<file path="src/design/text_console_writer_top_macros.svh">
// Assertion macros used by the console writer back module (tcw_back).
`ifndef TEXT_CONSOLE_WRITER_TOP_MACROS_SVH
`define TEXT_CONSOLE_WRITER_TOP_MACROS_SVH

// The property must hold at every edge outside reset.
`define TCW_ASSERT(lbl, prop, msg) \
	lbl: assert property (@(posedge clk) disable iff (!arst_n) (prop)) else $error(msg);

// A condition implies another one in the next cycle.
`define TCW_ASSERT_NEXT(lbl, ante, cons, msg) \
	lbl: assert property (@(posedge clk) disable iff (!arst_n) (ante) |=> (cons)) \
		else $error(msg);

`endif

</file>
<file path="src/design/tcw_pkg.sv">
//------------------------------------------------------------------------------
// tcw_pkg
// Shared types and constants of the text console writer.
//------------------------------------------------------------------------------
`default_nettype none
package tcw_pkg;
	localparam int COLUMNS = 80;
	localparam int ROWS = 25;
	localparam int CELLS = COLUMNS * ROWS;
	localparam int CW = $clog2(CELLS);
	localparam int XW = $clog2(COLUMNS);
	localparam int YW = $clog2(ROWS);

	localparam logic [2:0] CMD_PUT_CUR = 3'd0;
	localparam logic [2:0] CMD_PUT_POS = 3'd1;
	localparam logic [2:0] CMD_MOVE = 3'd2;
	localparam logic [2:0] CMD_CLEAR = 3'd3;
	localparam logic [2:0] CMD_READ = 3'd4;

	localparam logic [7:0] NEWLINE = 8'd10;
	localparam logic [15:0] BLANK_CELL = 16'h0F20;

	// Classified operation handed from the front part to the back part.
	localparam logic [2:0] OP_NONE = 3'd0;
	localparam logic [2:0] OP_WRITE = 3'd1;
	localparam logic [2:0] OP_NEWLINE = 3'd2;
	localparam logic [2:0] OP_MOVE = 3'd3;
	localparam logic [2:0] OP_CLEAR = 3'd4;
	localparam logic [2:0] OP_READ = 3'd5;

	typedef struct packed {
		logic [2:0] op;
		logic use_cursor;
		logic [CW-1:0] pos;
		logic [15:0] data;
		logic signed [11:0] delta;
	} tcw_op_t;
endpackage
`default_nettype wire

</file>
<file path="src/design/tcw_front.sv">
//------------------------------------------------------------------------------
// tcw_front
// Accepts commands, clamps positions and classifies them into operations.
//------------------------------------------------------------------------------
`default_nettype none
module tcw_front import tcw_pkg::*; (
	input wire logic clk,
	input wire logic arst_n,
	input wire logic in_valid,
	output logic in_stall,
	input wire logic [2:0] command,
	input wire logic [7:0] character,
	input wire logic [7:0] attribute,
	input wire logic [6:0] column,
	input wire logic [4:0] row,
	input wire logic signed [11:0] delta,
	input wire logic [7:0] default_attribute,
	output logic op_valid,
	output tcw_op_t op,
	input wire logic op_stall
);
	tcw_op_t op_q;
	logic valid_q;
	tcw_op_t nx;
	logic [XW-1:0] cx;
	logic [YW-1:0] ry;
	logic [7:0] at;

	assign in_stall = valid_q && op_stall;
	assign op_valid = valid_q;
	assign op = op_q;

	always_comb begin
		cx = (column > 7'(COLUMNS - 1)) ? XW'(COLUMNS - 1) : column[XW-1:0];
		ry = (row > 5'(ROWS - 1)) ? YW'(ROWS - 1) : row[YW-1:0];
		at = (attribute == 8'd0) ? default_attribute : attribute;
		nx.op = OP_NONE;
		nx.use_cursor = (command == CMD_PUT_CUR);
		nx.pos = CW'(ry * COLUMNS) + CW'(cx);
		nx.data = {at, character};
		nx.delta = delta;
		case (command)
			CMD_PUT_CUR, CMD_PUT_POS: begin
				if (character == NEWLINE) nx.op = OP_NEWLINE;
				else if (character != 8'd0) nx.op = OP_WRITE;
			end
			CMD_MOVE: nx.op = OP_MOVE;
			CMD_CLEAR: nx.op = OP_CLEAR;
			CMD_READ: nx.op = OP_READ;
			default: nx.op = OP_NONE;
		endcase
	end

	always_ff @(posedge clk or negedge arst_n) begin
		if (!arst_n) begin
			valid_q <= 1'b0;
		end else if (!in_stall) begin
			valid_q <= in_valid;
		end
	end

	always_ff @(posedge clk) begin
		if (in_valid && !in_stall) op_q <= nx;
	end
endmodule
`default_nettype wire

</file>
<file path="config.mk">
export PLATFORM = sky130hd
export DESIGN_NAME = tcw_front
export DESIGN_NICKNAME = d
export VERILOG_FILES = /design/src/design/text_console_writer_top_macros.svh /design/src/design/tcw_pkg.sv /design/src/design/tcw_front.sv
export SDC_FILE = /design/constraint.sdc
export NUM_CORES = 1
export LEC_CHECK = 0
export BUFFER_PORTS_ARGS = -buffer_cell sky130_fd_sc_hd__buf_2
export CAP_MARGIN = 20
export CORE_MARGIN = 2
export CORE_UTILIZATION = 45
export CTS_BUF_LIST = sky130_fd_sc_hd__clkbuf_2 sky130_fd_sc_hd__clkbuf_4 sky130_fd_sc_hd__clkbuf_8
export CTS_CLUSTER_DIAMETER = 50
export DETAILED_ROUTE_END_ITERATION = 12
export PLACE_DENSITY = 0.79
export SYNTH_ARGS = -nofsm -noshare
export SYNTH_HDL_FRONTEND = slang
export SYNTH_SLANG_ARGS = --single-unit
export TNS_END_PERCENT = 10
</file>
<file path="constraint.sdc">
create_clock -name clk -period 3.3 [get_ports clk]
set_clock_uncertainty 0.1 [all_clocks]
set_input_delay 0.66 -clock clk [delete_from_list [all_inputs] [get_ports clk]]
set_output_delay 0.66 -clock clk [all_outputs]
set_load 0.005 [all_outputs]
</file>
==> key figures, run 1 <==
Hold path
  – Hold Path Class: in2async

Detailed routing
  – DR WL/cell: 14.2 um
  – Vias per inst: 4.86
  – ANT nets after route: 0
  – DRC errors left: 0
  – Vias: 1318
  – Initial drt markers: 90
  – Final WL: 3.85 mm
  – Pre-antenna DRT Iters: 4

Synth
  – Count leader, synth: edfxtp_1
  – Mapped Nets: 182
  – Commonest cells post-synth: 43 x edfxtp_1, 9 x a21o_1, 9 x ha_1
  – Synth Area in Adders: 0.0817
  – Post-synth EDFFs: 43
  – Main combinational cell family by area after synthesis: simple AND/OR/NAND/NOR gates
  – Mux cell area share after synthesis: 0
  – Synthesized cell area: 0.00187 mm^2
  – Synth Register Bits: 44
  – Post-synth top flop: edfxtp_1
  – Simple-gate share of the synthesized area: 0.0937
  – Distinct cells, synth: 27
  – Most area-hungry cell type in the Yosys netlist: edfxtp_1
  – Sequential fraction of the synthesis area: 0.704
  – Xor/xnor cell area share of the yosys netlist: 0.0375
  – Avg Inst Size Synth: 16.1 um^2
  – Asr flop ratio synth: 0.0227
  – Synth Warn #: 0
  – Area contributors post-synth: edfxtp_1 69%, ha_1 6.0%, a21o_1 3.6%
  – Synth Instances: 116
  – Compound-Gate Fraction of Synth Area: 0.0689
  – Synth top area share: 0.691

Timing
  – Worst rel slew slack: 0.640
  – Worst-Margin Slew: 0.540 ns
  – Unrepaired setup endpoints after global routing: no
  – Final Slew Violations: 0
  – Crit path time final: 2.77 ns
  – Sum of negative setup slack: 0 ns
  – Final worst hold slack: 0.0214 ns
  – Fmax: 361 MHz
  – Setup Viol. Count Final: 0
  – Tcrit/Tclk final: 0.840
  – Final Hold Vio Count: 0

Power and ir drop
  – Peak VDD IR: 156 uV
  – Total Power: 1.15 mW
  – Pwr/cell area: 459 mW/mm^2
  – Leak: 1.13 nW

Final layout
  – Layout area overhead: 34.5%
  – Fraction of layout instances using a drive strength above 1: 0.511
  – Final cell count without fillers: 271
  – # diodes: 0
  – Final Cell Area: 0.00251 mm^2
  – Layout fillers: 318
  – Number of nets in the layout: 286

Global route
  – Initial antenna violation count: 0
  – Grt ovf: 0
  – First-pass GRT wire length: 5.19 mm
  – Vias in the first global route: 1164
  – Largest net degree at the start of global routing: 44
  – GRT Overall Usage: 0.162

Run
  – Total of max-cap violations: 0

Worst setup path
  – CP max-delay cell: fa_1
  – Largest stage delay on the critical path: 0.47 ns
  – WS Path Type: in2reg
  – Critical path required time: 3.25 ns
  – Crit end category: flop
  – Crit path DAT: 2.72 ns
  – Critical-path cell list: buf_2 -> nand2_1 -> and2_1 -> ha_1 -> ha_1 -> inv_1 -> fa_1 -> nor4b_2 -> xor2_1 -> xnor2_1
  – Worst-path fanout max: 3
  – CP startpoint kind: input pin
  – Most common cell on crit path: ha_1

Placed design
  – Port Buffer Count: 99
  – DP Wirelength: 3.06 mm
  – Placed cell area: 0.00243 mm^2
  – GPL Wtd Cong: 0.738
  – Dpl cells: 263

Die
  – I/O pins: 100
  – Starting density of the core: 0.467
  – Chip Height: 68.5 um
  – Die area: 0.00469 mm^2
  – Std cell rows: 23
  – Core box area: 0.00400 mm^2
  – Die Wd: 68.5 um

Clocking
  – H-tree depth: 2
  – Worst-path clk slew: 0.08 ns
  – TritonCTS Buffers: 5
  – CTS Root Cell: clkbuf_8
  – CTS tree: done
  – CTS-repair resized insts: 0
  – CTS sink count: 44
  – Hold Buf Count CTS: 0
  – Post-CTS Setup Bufs: 0
  – Clock buffer depth: 2
  – Clk_lat worst skew: 0.29 ns

Outcome
  – Outcome: finished clean
-- final cells by class --
type / instances / area [um^2] / share of cell area
Sequential cell: 44 / 1320 / 0.524
Multi-Input combinational cell: 65 / 534 / 0.213
Timing Repair Buffer: 100 / 503 / 0.200
Clock buffer: 5 / 68.8 / 0.0274
Tap cell: 50 / 62.6 / 0.0249
Inverter: 4 / 15.0 / 0.00597
Clock inverter: 3 / 13.8 / 0.00548
-- sequential cells by signal, indices dropped and copies added, names as in the netlist --
signal,cells
op_valid,1
op,43
-- power breakdown --
| group | leakage, nW | internal (mW) | total (mW) | switching [mW] |
|---|---|---|---|---|
| clock | 0.0453 | 0.144 | 0.315 | 0.171 |
| sequential | 0.420 | 0.660 | 0.669 | 0.00831 |
| combinational | 0.666 | 0.0847 | 0.169 | 0.0847 |
-- cell families after synthesis --
logic type / count (synthesis)
XOR/XNOR: 8
adder cells (fa/ha/maj): 11
buffers and inverters: 7
AND/OR/NAND/NOR: 27
flip-flops: 44
AO/OA/AOI/OAI: 19
-- cells in the final DEF, fill, tap and decap left out --
| cell type | netlist | layout |
|---|---|---|
| a21o_1 | 9 | 9 |
| a21oi_1 | 5 | 5 |
| a31o_2 | 1 | 1 |
| and2_1 | 4 | 4 |
| buf_2 | 0 | 99 |
| buf_4 | 0 | 1 |
| clkbuf_8 | 0 | 5 |
| clkinv_1 | 0 | 1 |
| clkinv_2 | 0 | 2 |
| dfrtp_1 | 1 | 1 |
| edfxtp_1 | 43 | 43 |
| fa_1 | 2 | 2 |
| ha_1 | 9 | 9 |
| inv_1 | 4 | 4 |
| nand2_1 | 3 | 3 |
| nand2b_1 | 5 | 5 |
| nand4_1 | 1 | 1 |
| nor2_1 | 1 | 1 |
| nor2b_1 | 5 | 4 |
| nor2b_4 | 0 | 1 |
| nor3_1 | 2 | 2 |
| nor3_2 | 1 | 1 |
| nor3b_1 | 1 | 1 |
| nor4_1 | 1 | 1 |
| nor4b_2 | 1 | 1 |
| o21ai_0 | 2 | 2 |
| o2bb2ai_1 | 1 | 1 |
| o31a_1 | 1 | 1 |
| or2_2 | 1 | 1 |
| or4_4 | 1 | 1 |
| xnor2_1 | 5 | 5 |
| xor2_1 | 3 | 3 |
-- metrics by stage --
stage               worst slack [ns]  utilization
floorplan                      0.483            -
global placement               0.287        0.608
detailed placement             0.199        0.608
CTS                            0.519        0.628
global route                   0.385        0.628
finish                         0.528        0.628
-- layer usage --
layer | vias up | GRT usage | routed length (um) | part of all wire
li1 | 636 | - | - | -
met2 | 71 | 0.266 | 1870 | 0.49
met5 | - | 0 | 0 | 0
met3 | 8 | 0.0658 | 414 | 0.11
met4 | 0 | 0.0825 | 96 | 0.025
met1 | 603 | 0.180 | 1470 | 0.38
-- worst paths after layout --
check	to	start	cells past startpoint	slack, ns
setup reg to reg	op[10]$_DFFE_PP_	op_valid$_DFFE_PN0N_	3	1.69
max in group asynchronous	op_valid$_DFFE_PN0N_	arst_n	1	3.00
setup / recovery	op[38]$_DFFE_PP_	row[4]	10	0.53
min in group clk	op[11]$_DFFE_PP_	delta[11]	1	0.44
hold / removal	op_valid$_DFFE_PN0N_	arst_n	1	0.02
hold reg to reg	op_valid$_DFFE_PN0N_	op_valid$_DFFE_PN0N_	2	0.60
-- critical path: cells and delay by family --
family / cells / cell delay (ns)
XOR/XNOR: 2 / 0.27
adder cells (fa/ha/maj): 3 / 1.00
buffers and inverters: 2 / 0.19
AND/OR/NAND/NOR: 3 / 0.61
Note: power is estimated with default switching activity, not from simulation.
==> run 2: changes to the inputs <==
==> constraint.sdc (replaced) <==
create_clock -name clk -period 2.65 [get_ports clk]
set_clock_uncertainty 0.1 [all_clocks]
set_input_delay 0.53 -clock clk [delete_from_list [all_inputs] [get_ports clk]]
set_output_delay 0.53 -clock clk [all_outputs]
set_load 0.005 [all_outputs]
==> run 2 against run 1 <==
  * Critical path depth is 1 higher
  * Cell count up 3.0%
  * Die area is the same
  * Via count grew 2.3%
  * Register-to-register slack got worse by 0.72 ns
  * Power increased by 52%
  * Largest power group unchanged
==> key figures, run 2 (synthesis gave the netlist of run 1 again) <==
Global route
  – Vias in the first global route: 1204
  – Initial antenna violation count: 0
  – First-pass GRT wire length: 5.55 mm
  – Largest net degree at the start of global routing: 29
  – Grt ovf: 0
  – GRT Overall Usage: 0.171

Placed design
  – Port Buffer Count: 99
  – Placed cell area: 0.00250 mm^2
  – GPL Wtd Cong: 0.800
  – Dpl ws: -0.186 ns
  – DP Wirelength: 3.03 mm

Detailed routing
  – DRC errors left: 0
  – Final WL: 4.01 mm
  – Vias per inst: 4.83
  – Initial drt markers: 99
  – Pre-antenna DRT Iters: 4
  – ANT nets after route: 0
  – DR WL/cell: 14.4 um
  – Vias: 1348

Final layout
  – Fraction of layout instances using a drive strength above 1: 0.528
  – Core Util, Final: 0.666
  – Most frequent cells in the layout: 99 x buf_2, 43 x edfxtp_1, 9 x a21o_1, 9 x ha_1, 7 x buf_4
  – Layout area overhead: 42.6%
  – Largest register FFs: 43
  – Layout fillers: 306
  – Most common cell after layout, fill and taps aside: buf_2
  – Final Cell Area: 0.00267 mm^2
  – Number of nets in the layout: 294
  – # diodes: 0

Clocking
  – Post-CTS Setup Bufs: 0
  – TritonCTS Buffers: 5
  – CTS-repair resized insts: 0
  – CTS sink count: 44
  – CTS tree: done
  – Clock buffer depth: 2
  – H-tree depth: 2
  – Worst-path clk slew: 0.08 ns
  – CTS Root Cell: clkbuf_8
  – Clk_lat worst skew: 0.29 ns

Timing
  – Tcrit/Tclk final: 0.944
  – Final Hold Vio Count: 0
  – Final worst hold slack: 0.308 ns
  – Fmax: 400 MHz
  – Final Slew Violations: 0
  – Final WS setup: 0.148 ns
  – Worst-Margin Slew: 0.508 ns
  – Unrepaired setup endpoints after global routing: no
  – Crit path time final: 2.50 ns
  – Setup Viol. Count Final: 0
  – Worst rel slew slack: 0.661
  – Sum of negative setup slack: 0 ns

Die
  – I/O pins: 100
  – Chip Height: 68.5 um
  – Core box area: 0.00400 mm^2
  – Std cell rows: 23
  – Die area: 0.00469 mm^2
  – Die Wd: 68.5 um
  – Starting density of the core: 0.467

Worst setup path
  – Worst-path fanout max: 3
  – Critical path required time: 2.60 ns
  – R2R Setup Slk: 0.97 ns
  – CP startpoint kind: input pin
  – Crit end category: flop
  – Crit path DAT: 2.46 ns
  – WS Path Type: in2reg

Power and ir drop
  – Pwr/cell area: 659 mW/mm^2
  – Leak: 1.21 nW
  – Peak VDD IR: 324 uV

Hold path
  – Hold Path Class: in2reg

Outcome
  – Outcome: finished clean

Run
  – Total of max-cap violations: 0
[run 2: final timing paths]
check | from | endpoint | cells past startpoint
max in group asynchronous | arst_n | op_valid$_DFFE_PN0N_ | 2
min in group asynchronous | arst_n | op_valid$_DFFE_PN0N_ | 2
hold reg to reg | op_valid$_DFFE_PN0N_ | op_valid$_DFFE_PN0N_ | 2
setup / recovery | row[3] | op[38]$_DFFE_PP_ | 11
setup reg to reg | op_valid$_DFFE_PN0N_ | op[3]$_DFFE_PP_ | 3
hold / removal | delta[11] | op[11]$_DFFE_PP_ | 1
[run 2: worst max-delay path, stage by stage]
cell and delay [ns]:
buf_2 0.08, nand2_1 0.06, and2_1 0.17, ha_1 0.28, ha_1 0.16, inv_1 0.05, fa_1 0.37, xor2_1 0.19
nor4b_2 0.28, xor2_1 0.19, xnor2_1 0.08
[run 2: timing repair]
item                       in CTS  in global routing
setup endpoints to repair       0                  0
hold buffers                    1                  0
hold endpoints to repair        1                  0
[run 2: area by class of cell]
class / instances / area, um^2 / area share
inverters: 4 / 15.0 / 0.00563
multi-input cells: 65 / 534 / 0.200
repair buffers: 108 / 578 / 0.217
clock inverters: 3 / 90.1 / 0.0338
clock buffers: 5 / 68.8 / 0.0258
flip-flops and latches: 44 / 1320 / 0.494
well taps: 50 / 62.6 / 0.0235
[run 2: per-layer routing]
| metal | track usage | vias to the layer above | part of all wire |
|---|---|---|---|
| li1 | - | 657 | - |
| met1 | 0.184 | 621 | 0.38 |
| met2 | 0.296 | 64 | 0.51 |
| met3 | 0.0625 | 6 | 0.099 |
| met4 | 0.0825 | 0 | 0.017 |
| met5 | 0 | - | 0 |
[run 2: metrics by stage]
step | instances | power [mW]
3_3_place_gp | 270 | 1.07
4_1_cts | 279 | 1.77
3_5_place_dp | 270 | 1.08
2_1_floorplan | 116 | 0.951
6_report | 279 | 1.76
5_1_grt | 279 | 1.83
[run 2: where the power goes]
part | switching [mW] | internal (mW) | leakage (nW)
registers | 0.0103 | 0.822 | 0.420
clock network | 0.220 | 0.471 | 0.0784
logic | 0.111 | 0.122 | 0.708
==> run 3: changes to the inputs <==
--- a/config.mk
+++ b/config.mk
@@ -8,11 +8,11 @@
 export BUFFER_PORTS_ARGS = -buffer_cell sky130_fd_sc_hd__buf_2
 export CAP_MARGIN = 20
 export CORE_MARGIN = 2
-export CORE_UTILIZATION = 45
+export CORE_UTILIZATION = 41
 export CTS_BUF_LIST = sky130_fd_sc_hd__clkbuf_2 sky130_fd_sc_hd__clkbuf_4 sky130_fd_sc_hd__clkbuf_8
 export CTS_CLUSTER_DIAMETER = 50
 export DETAILED_ROUTE_END_ITERATION = 12
-export PLACE_DENSITY = 0.79
+export PLACE_DENSITY = 0.73
 export SYNTH_ARGS = -nofsm -noshare
 export SYNTH_HDL_FRONTEND = slang
 export SYNTH_SLANG_ARGS = --single-unit
==> run 3 against run 2 <==
  * Clock power fell by 44%
  * Worst setup slack better by 0.0063 ns
  * Flip-flop and latch count stayed put
  * Die area is 9.2% higher
  * Largest cell class unchanged
  * First-iteration DRC count shrank 48%
  * Global-route usage decreased by 2.8 points
  * Power decreased by 17%
  * Sequential power about the same
  * Combinational power about the same
  * Critical path depth unchanged
  * Critical endpoint unchanged
==> key figures, run 3 (synthesis gave the netlist of run 1 again) <==
Timing
  – Worst rel slew slack: 0.690
  – Final Slew Violations: 0
  – Final WS setup: 0.154 ns
  – Setup Viol. Count Final: 0
  – Tcrit/Tclk final: 0.942
  – Final worst hold slack: 0.312 ns
  – Final Hold Vio Count: 0
  – Fmax: 401 MHz
  – Crit path time final: 2.50 ns
  – Unrepaired setup endpoints after global routing: no
  – Worst-Margin Slew: 0.464 ns

Worst setup path
  – Critical path required time: 2.60 ns
  – CP startpoint kind: input pin
  – Most common cell on crit path: xor2_1
  – WS Path Type: in2reg
  – Crit end category: flop
  – Critical-path cell list: buf_2 -> nand2_2 -> and2_4 -> ha_1 -> ha_2 -> inv_1 -> fa_2 -> xor2_1 -> nor4b_2 -> xor2_1 -> xnor2_1
  – CP max-delay cell: fa_2
  – Largest stage delay on the critical path: 0.33 ns
  – Crit path DAT: 2.45 ns
  – Worst-path fanout max: 3

Detailed routing
  – Vias per inst: 4.70
  – Pre-antenna DRT Iters: 4
  – Vias: 1320
  – Initial drt markers: 51
  – Final WL: 3.59 mm
  – ANT nets after route: 0
  – DR WL/cell: 12.8 um
  – DRC errors left: 0

Clocking
  – CTS sink count: 44
  – CTS Root Cell: clkbuf_8
  – Clock buffer depth: 2
  – Worst-path clk slew: 0.08 ns
  – Clk_lat worst skew: 0.29 ns
  – TritonCTS Buffers: 5
  – CTS tree: done
  – H-tree depth: 2

Placed design
  – GPL Wtd Cong: 0.792
  – Dpl ws: -0.207 ns
  – DP Wirelength: 2.92 mm
  – Placed cell area: 0.00250 mm^2
  – Port Buffer Count: 99

Global route
  – Vias in the first global route: 1298
  – GRT Overall Usage: 0.144
  – Grt ovf: 0
  – Initial antenna violation count: 0
  – First-pass GRT wire length: 5.49 mm
  – Largest net degree at the start of global routing: 29

Power and ir drop
  – Total Power: 1.45 mW
  – Leak: 1.17 nW
  – Pwr/cell area: 557 mW/mm^2
  – Peak VDD IR: 221 uV

Die
  – Chip Height: 71.5 um
  – Core box area: 0.00438 mm^2
  – Starting density of the core: 0.426
  – Die area: 0.00512 mm^2
  – I/O pins: 100
  – Std cell rows: 24
  – Die Wd: 71.5 um

Final layout
  – Largest register FFs: 43
  – Most common cell after layout, fill and taps aside: buf_2
  – Fraction of layout instances using a drive strength above 1: 0.541
  – Final Cell Area: 0.00260 mm^2
  – Number of nets in the layout: 294
  – # diodes: 0
  – Layout area overhead: 39.2%
  – Most frequent cells in the layout: 99 x buf_2, 43 x edfxtp_1, 9 x a21o_1

Outcome
  – Outcome: finished clean

Hold path
  – Hold Path Class: in2reg

Run
  – Total of max-cap violations: 0
## run 3: area by class of cell
cell class	count	area [um^2]
fill	371	1780
sequential	44	1320
timing repair buffer	108	578
multi-input combinational	65	544
clock buffer	5	68.8
tap	52	65.1
inverter	4	15.0
clock inverter	3	13.8
## run 3: critical path: cells and delay by family
kind,cells,cell delay [ns]
buffers and inverters,2,0.15
and+or+nand+nor,3,0.52
xor gates and xnor gates,3,0.47
adders and majority gates,3,0.77
## run 3: report_power, final
group          internal, mW  switching (mW)
clock                 0.179           0.208
sequential            0.822         0.00968
combinational         0.124           0.107
## run 3: through the flow
step | utilization | instances | TNS [ns]
final | 0.593 | 281 | 0
after global routing | 0.593 | 281 | 0
after CTS | 0.591 | 281 | 0
after detailed placement | 0.570 | 272 | -0.303
after global placement | 0.570 | 272 | -0.159
after floorplan | - | 116 | -0.0370
## run 3: worst paths after layout
path / cells past startpoint / slack (ns) / from / to
min in group asynchronous: 2 / 0.44 / arst_n / op_valid$_DFFE_PN0N_
hold reg to reg: 2 / 0.60 / op_valid$_DFFE_PN0N_ / op_valid$_DFFE_PN0N_
hold / removal: 1 / 0.31 / delta[3] / op[3]$_DFFE_PP_
max in group asynchronous: 2 / 1.93 / arst_n / op_valid$_DFFE_PN0N_
setup reg to reg: 3 / 1.01 / op_valid$_DFFE_PN0N_ / op[17]$_DFFE_PP_
setup / recovery: 11 / 0.15 / row[3] / op[38]$_DFFE_PP_
## run 3: what timing repair did
item,CTS,global route
setup buffers,0,0
endpoints found under the hold margin,1,0
setup endpoints to repair,0,1
hold buffers,1,0
resized for setup,0,4
## run 3: layer usage
metal  wire [um]  up-vias  global-route usage
met4          76        0              0.0776
li1            -      655                   -
met3         406        7              0.0549
met2        1870       68               0.266
met5           0        -                   0
met1        1240      590               0.133
